==> config.mk <==
export PLATFORM = sky130hd
export DESIGN_NAME = scalar_kalman_filter
export DESIGN_NICKNAME = d
export VERILOG_FILES = /design/src/rtl/skf_pkg.sv /design/src/rtl/skf_ctrl.sv /design/src/rtl/skf_datapath.sv /design/src/rtl/scalar_kalman_filter.sv
export SDC_FILE = /design/constraint.sdc
export NUM_CORES = 2
export LEC_CHECK = 0
export BUFFER_PORTS_ARGS = -buffer_cell sky130_fd_sc_hd__buf_4
export CAP_MARGIN = 20
export CORE_MARGIN = 2
export CORE_UTILIZATION = 27
export DETAILED_ROUTE_END_ITERATION = 8
export PLACE_DENSITY_LB_ADDON = 0.25
export SYNTH_ARGS = -nofsm -noshare
export SYNTH_HDL_FRONTEND = slang
export SYNTH_SLANG_ARGS = --single-unit
export TNS_END_PERCENT = 5
==> constraint.sdc <==
create_clock -name clk -period 14.15 [get_ports clk]
set_input_delay 1.415 -clock clk [delete_from_list [all_inputs] [get_ports clk]]
set_output_delay 1.415 -clock clk [all_outputs]
set_load 0.005 [all_outputs]
==> src/rtl/skf_pkg.sv <==
// types and constants shared by the scalar kalman filter modules
`default_nettype none

package skf_pkg;

  // fixed-point constants, unsigned with 30 fraction bits (ONE_Q30 is q1.30)
  localparam logic [30:0] ONE_Q30  = 31'h4000_0000;
  localparam logic [63:0] HALF_Q30 = 64'h0000_0000_2000_0000;

  // configuration register indexes
  localparam logic [1:0] REG_PROCESS_NOISE     = 2'd0;
  localparam logic [1:0] REG_MEASUREMENT_NOISE = 2'd1;

  // reset values of the configuration registers
  localparam logic [30:0] PROCESS_NOISE_RESET     = 31'd1073742;
  localparam logic [30:0] MEASUREMENT_NOISE_RESET = 31'd5368709;

  // divider runs one quotient bit per cycle
  localparam logic [4:0] DIV_LAST = 5'd30;

  // controller states
  typedef enum logic [2:0] {
    ST_IDLE,
    ST_DIV,
    ST_MUL_GAIN,
    ST_MUL_COV,
    ST_FINISH
  } state_t;

  // commands from controller to datapath
  typedef struct packed {
    logic capture;
    logic div_step;
    logic mul_gain;
    logic mul_cov;
    logic finish;
  } cmd_t;

  // status from datapath to controller
  typedef struct packed {
    logic out_busy;
  } status_t;

endpackage

`default_nettype wire

==> src/rtl/skf_ctrl.sv <==
// controller state machine sequencing divide, multiply and update steps
`default_nettype none

module skf_ctrl
  import skf_pkg::*;
(
  input  wire logic    clk,
  input  wire logic    rst,
  input  wire logic    in_valid,
  output logic         in_ready,
  input  wire status_t status,
  output cmd_t         cmd
);

  state_t     state;
  state_t     state_next;
  logic [4:0] count;

  // state register and divider step counter
  always_ff @(posedge clk) begin
    if (rst) begin
      state <= ST_IDLE;
      count <= '0;
    end else begin
      state <= state_next;
      if (state == ST_DIV) begin
        count <= count + 5'd1;
      end else begin
        count <= '0;
      end
    end
  end

  // next state
  always_comb begin
    state_next = state;
    case (state)
      ST_IDLE: begin
        if (in_valid) state_next = ST_DIV;
      end
      ST_DIV: begin
        if (count == DIV_LAST) state_next = ST_MUL_GAIN;
      end
      ST_MUL_GAIN: state_next = ST_MUL_COV;
      ST_MUL_COV:  state_next = ST_FINISH;
      ST_FINISH: begin
        if (!status.out_busy) state_next = ST_IDLE;
      end
      default: state_next = ST_IDLE;
    endcase
  end

  // outputs
  always_comb begin
    in_ready = 1'b0;
    cmd      = '0;
    case (state)
      ST_IDLE: begin
        in_ready    = 1'b1;
        cmd.capture = in_valid;
      end
      ST_DIV:      cmd.div_step = 1'b1;
      ST_MUL_GAIN: cmd.mul_gain = 1'b1;
      ST_MUL_COV:  cmd.mul_cov  = 1'b1;
      ST_FINISH:   cmd.finish   = !status.out_busy;
      default: begin
        in_ready = 1'b0;
      end
    endcase
  end

endmodule

`default_nettype wire

==> src/rtl/skf_datapath.sv <==
// datapath: filter state, restoring divider, shared multiplier, output word
`default_nettype none

module skf_datapath
  import skf_pkg::*;
(
  input  wire logic               clk,
  input  wire logic               rst,
  input  wire logic               write_enable,
  input  wire logic [1:0]         write_index,
  input  wire logic [30:0]        write_data,
  input  wire logic signed [31:0] measured_angle,
  input  wire cmd_t               cmd,
  output status_t                 status,
  output logic                    out_valid,
  input  wire logic               out_ready,
  output logic signed [31:0]      filtered_angle,
  output logic [30:0]             gain
);

  logic [30:0] process_noise;
  logic [30:0] measurement_noise;
  logic [31:0] estimate;
  logic [31:0] error_covariance;

  logic [31:0] pp;
  logic [32:0] den;
  logic        den_zero;
  logic [32:0] rem;
  logic [30:0] num_bits;
  logic [30:0] quo;
  logic [32:0] mag;
  logic        neg;
  logic [63:0] prod;

  // prediction, divisor and innovation for the captured word
  logic [32:0] pp_sum;
  logic [31:0] pp_sat;
  logic [32:0] den_sum;
  logic [32:0] innov;

  always_comb begin
    pp_sum  = {1'b0, error_covariance} + {2'b00, process_noise};
    pp_sat  = pp_sum[32] ? 32'hFFFF_FFFF : pp_sum[31:0];
    den_sum = {1'b0, pp_sat} + {2'b00, measurement_noise};
    innov   = {measured_angle[31], measured_angle} - {estimate[31], estimate};
  end

  // one restoring divider step
  logic [33:0] rem_shift;
  logic [33:0] rem_diff;
  logic        q_bit;

  always_comb begin
    rem_shift = {rem, num_bits[30]};
    rem_diff  = rem_shift - {1'b0, den};
    q_bit     = (rem_shift >= {1'b0, den}) && !den_zero;
  end

  // shared multiplier operands
  logic [32:0] mul_a;
  logic [30:0] mul_b;

  always_comb begin
    if (cmd.mul_cov) begin
      mul_a = {1'b0, pp};
      mul_b = ONE_Q30 - quo;
    end else begin
      mul_a = mag;
      mul_b = quo;
    end
  end

  // rounding of the registered product and estimate update
  logic [63:0] prod_rnd;
  logic [33:0] est_wide;
  logic [33:0] delta_wide;
  logic [33:0] est_new;

  always_comb begin
    prod_rnd   = prod + HALF_Q30;
    est_wide   = {{2{estimate[31]}}, estimate};
    delta_wide = {1'b0, prod_rnd[62:30]};
    est_new    = neg ? (est_wide - delta_wide) : (est_wide + delta_wide);
  end

  // configuration registers
  always_ff @(posedge clk) begin
    if (rst) begin
      process_noise     <= PROCESS_NOISE_RESET;
      measurement_noise <= MEASUREMENT_NOISE_RESET;
    end else if (write_enable) begin
      case (write_index)
        REG_PROCESS_NOISE:     process_noise     <= write_data;
        REG_MEASUREMENT_NOISE: measurement_noise <= write_data;
        default: begin
        end
      endcase
    end
  end

  // filter state
  always_ff @(posedge clk) begin
    if (rst) begin
      estimate         <= '0;
      error_covariance <= {1'b0, ONE_Q30};
    end else begin
      if (cmd.mul_cov) estimate <= est_new[31:0];
      if (cmd.finish)  error_covariance <= prod_rnd[61:30];
    end
  end

  // divider, innovation and multiplier registers
  always_ff @(posedge clk) begin
    if (cmd.capture) begin
      pp       <= pp_sat;
      den      <= den_sum;
      den_zero <= (den_sum == 33'd0);
      rem      <= {2'b00, pp_sat[31:1]};
      num_bits <= {pp_sat[0], 30'd0};
      quo      <= '0;
      neg      <= innov[32];
      mag      <= innov[32] ? (33'd0 - innov) : innov;
    end
    if (cmd.div_step) begin
      rem      <= q_bit ? rem_diff[32:0] : rem_shift[32:0];
      num_bits <= {num_bits[29:0], 1'b0};
      quo      <= {quo[29:0], q_bit};
    end
    if (cmd.mul_gain || cmd.mul_cov) begin
      prod <= {31'd0, mul_a} * {33'd0, mul_b};
    end
  end

  // output word register
  always_ff @(posedge clk) begin
    if (rst) begin
      out_valid <= 1'b0;
    end else if (cmd.finish) begin
      out_valid <= 1'b1;
    end else if (out_ready) begin
      out_valid <= 1'b0;
    end
  end

  always_ff @(posedge clk) begin
    if (cmd.finish) begin
      filtered_angle <= estimate;
      gain           <= quo;
    end
  end

  assign status.out_busy = out_valid && !out_ready;

endmodule

`default_nettype wire

==> src/rtl/scalar_kalman_filter.sv <==
// top level of the scalar kalman filter: controller plus datapath
// a word runs through the 31-step restoring divider, gain and covariance multiplies
// and the finish state, which waits until the previous output word is taken;
// new input is taken only in idle, also while the previous output word still waits
// rst (synchronous) sets estimate to zero, covariance to one, noise regs to defaults
`default_nettype none

module scalar_kalman_filter
  import skf_pkg::*;
(
  input  wire logic               clk,
  input  wire logic               rst,
  input  wire logic               write_enable,
  input  wire logic [1:0]         write_index,
  input  wire logic [30:0]        write_data,
  input  wire logic               in_valid,
  output logic                    in_ready,
  input  wire logic signed [31:0] measured_angle,
  output logic                    out_valid,
  input  wire logic               out_ready,
  output logic signed [31:0]      filtered_angle,
  output logic [30:0]             gain
);

  cmd_t    cmd;
  status_t status;

  // sequencing
  skf_ctrl u_ctrl (
    .clk      (clk),
    .rst      (rst),
    .in_valid (in_valid),
    .in_ready (in_ready),
    .status   (status),
    .cmd      (cmd)
  );

  // arithmetic and state
  skf_datapath u_datapath (
    .clk            (clk),
    .rst            (rst),
    .write_enable   (write_enable),
    .write_index    (write_index),
    .write_data     (write_data),
    .measured_angle (measured_angle),
    .cmd            (cmd),
    .status         (status),
    .out_valid      (out_valid),
    .out_ready      (out_ready),
    .filtered_angle (filtered_angle),
    .gain           (gain)
  );

endmodule

`default_nettype wire

==> results.ini <==
[synthesis]
synth_nets=7630
ys_seq_area_share_pct=18.8
syn_area_um2=56000
synth_area_leaders=fa_1 (32%), edfxtp_1 (14%), ha_1 (9.0%), nand2_1 (7.4%), inv_1 (6.9%)
ys_top_cells_by_count=nand2_1 (1,104), inv_1 (1,023), fa_1 (898)
synth-main-ff-cell=edfxtp_1
yosysMostFrequentCell=nand2_1
yosysTopAreaCell=fa_1
ys_warn_count=0
ys_ff_latch=396
synth_cells=6259
async_flop_share_pct=0
yosysUniqueCellTypes=94
synth_edf_count=261
synth_top_area_share_pct=32.1
synth_area_per_cell_um2=8.94

[final_layout]
area_delta_synth_final_pct=11.3
drive_gt1_share_pct=7.02
fin_nets=7684

[global_route]
grt_antenna_before_repair=9
grt-ovfl-total=0
grt_use_total_pct=19.8
grt_max_degree=113
grt_pass1_vias=46500
grt_pass1_wl_mm=309

[timing]
skew_ns=0.0420
period_needed_ns=11.71
min_period_over_period_pct=82.8
tns_ns=0
finalSetupViolations=0
max_slew.worst_pin.slew_ns=1.19
max_slew_margin_pct=20.7
timing.final.hold_violations=0
fmax_mhz=85.4
finalMaxSlewViolations=0
rsz0062_at_grt=false

[die]
initial_utilization_pct=27.1
die_w_um=459
die_height_um=459
io-pin-count=135
dieArea_um2=211000
core-area_um2=207000
rows=167

[clocking]
clkLatencyLatePin_ns=0.63
cts_buffers=45
clkSinkCount=396
clockRootBuffer=clkbuf_16
cts_buffer_depth=3
htreeDepth=2
ctsResizeCount=0
path_clk_slew_ns=0.07
post-cts-setup-buffers=0
cts_hold_buffers=0
tritoncts=done

[status]
outcome=complete, no violations

[run]
max-cap-violations=0

[critical_path]
critPathKind=reg2reg
cpPeakStageDelay_ns=0.70
cpMaxStageDelayCell=nor3b_1
worstPathArrival_ns=12.08
crit_top_cell=fa_1
cp-end-kind=flop
worst-endpoint-required_ns=14.51
startpoint_type=flop
path_max_fanout=23

[drt]
wirelength_mm=209
vias_per_cell=4.96
firstDrtPassIters=8
route.detailed.drc=0
routedWlPerCell_um=23.0
via_count=44900
ant_nets=0
drtIter0Drc=3566

[placed_design]
port_buffers=134
place.gp.congestion=0.922
dpl.hpwl_mm=161

[worst_hold_path]
hold_class=reg2reg

worst paths after layout:
| path | from | slack (ns) | cells after the start | to |
|---|---|---|---|---|
| worst max-delay path | u_datapath.quo[0] | 2.44 | 32 | u_datapath.prod[54] |
| worst min-delay path | u_datapath.process_noise[23] | 0.46 | 2 | u_datapath.process_noise[23] |
| worst max register to register | u_datapath.quo[0] | 2.44 | 32 | u_datapath.prod[54] |
| worst min register to register | u_datapath.process_noise[23] | 0.46 | 2 | u_datapath.process_noise[23] |
layer usage:
layer	GRT usage, %	part of all wire, %	vias to the layer above
met5	0	0.0081	-
li1	-	-	20000
met2	33.1	47	1617
met1	26.4	43	23000
met3	2.40	6.3	321
met4	6.49	3.7	2
critical path: cells and delay by family (launching register included):
kind	cells	cell delay (ns)
XOR/XNOR	2	0.69
adder cells (fa/ha/maj)	10	4.58
flip-flops	1	0.35
AO/OA/AOI/OAI	7	2.12
buffers and inverters	4	1.17
AND/OR/NAND/NOR	9	2.54
area by class of cell:
class                      instances  area (um^2)
antenna                            3         7.51
inverter                        1023         3840
clock inverter                    27          220
clock buffer                      56         1210
fill                           21800       144000
timing repair buffer             270         2110
multi-input combinational       4577        41000
tap                             2704         3380
sequential                       396        10500
state kept, by name, summed over array words and instances (netlist names), 3 cells and up:
register / cells
u_datapath.pp: 32
u_datapath.measurement_noise: 31
u_datapath.quo: 31
u_datapath.gain: 31
u_ctrl.count: 5
u_datapath.prod: 33
u_datapath.filtered_angle: 32
u_datapath.error_covariance: 32
u_datapath.process_noise: 31
u_datapath.rem: 33
u_datapath.mag: 33
u_datapath.estimate: 32
u_ctrl.state: 3
u_datapath.den: 33
placed cells by master (no fill, tap or decap), types with 45 or more instances in the layout:
cell type,instances
ha_1,403
inv_1,1023
nor3_1,59
and2_1,91
a21oi_1,294
edfxtp_1,261
a21o_1,93
dfxtp_1,135
xnor2_1,178
fa_1,898
clkbuf_16,45
o21ai_0,140
nor2_1,501
nand3_1,62
and3_1,48
nand2_1,1095
buf_4,262
a211oi_1,67
xor2_1,115
through the flow:
step                      instance area (um^2)  instances  hold slack, ns  util (%)  setup WS, ns
after CTS                                62200       9049           0.464      30.1          2.54
after global placement                   60800       8963           0.446      29.4          2.65
final                                    62300       9056           0.463      30.2          2.44
after global routing                     62300       9053           0.482      30.2          1.93
after floorplan                          56000       6259           0.424         -          3.49
after detailed placement                 60800       8966           0.448      29.4          2.54
cells by family (layout without fill, tap and decap cells):
logic type / after synthesis / in the layout / share of synthesized area (%)
compound gates: 833 / 833 / 9.47
xor+xnor: 316 / 316 / 4.94
fa+ha+maj: 1301 / 1301 / 41.1
buf+inv: 1286 / 1376 / 8.64
flops: 396 / 396 / 18.8
mux: 51 / 51 / 0.932
other cells: 0 / 3 / 0
simple gates: 2076 / 2076 / 16.1
Power is left out: the tool's default activity adds up to more than one toggle a clock period on the data nets, which glitch-free logic cannot reach.
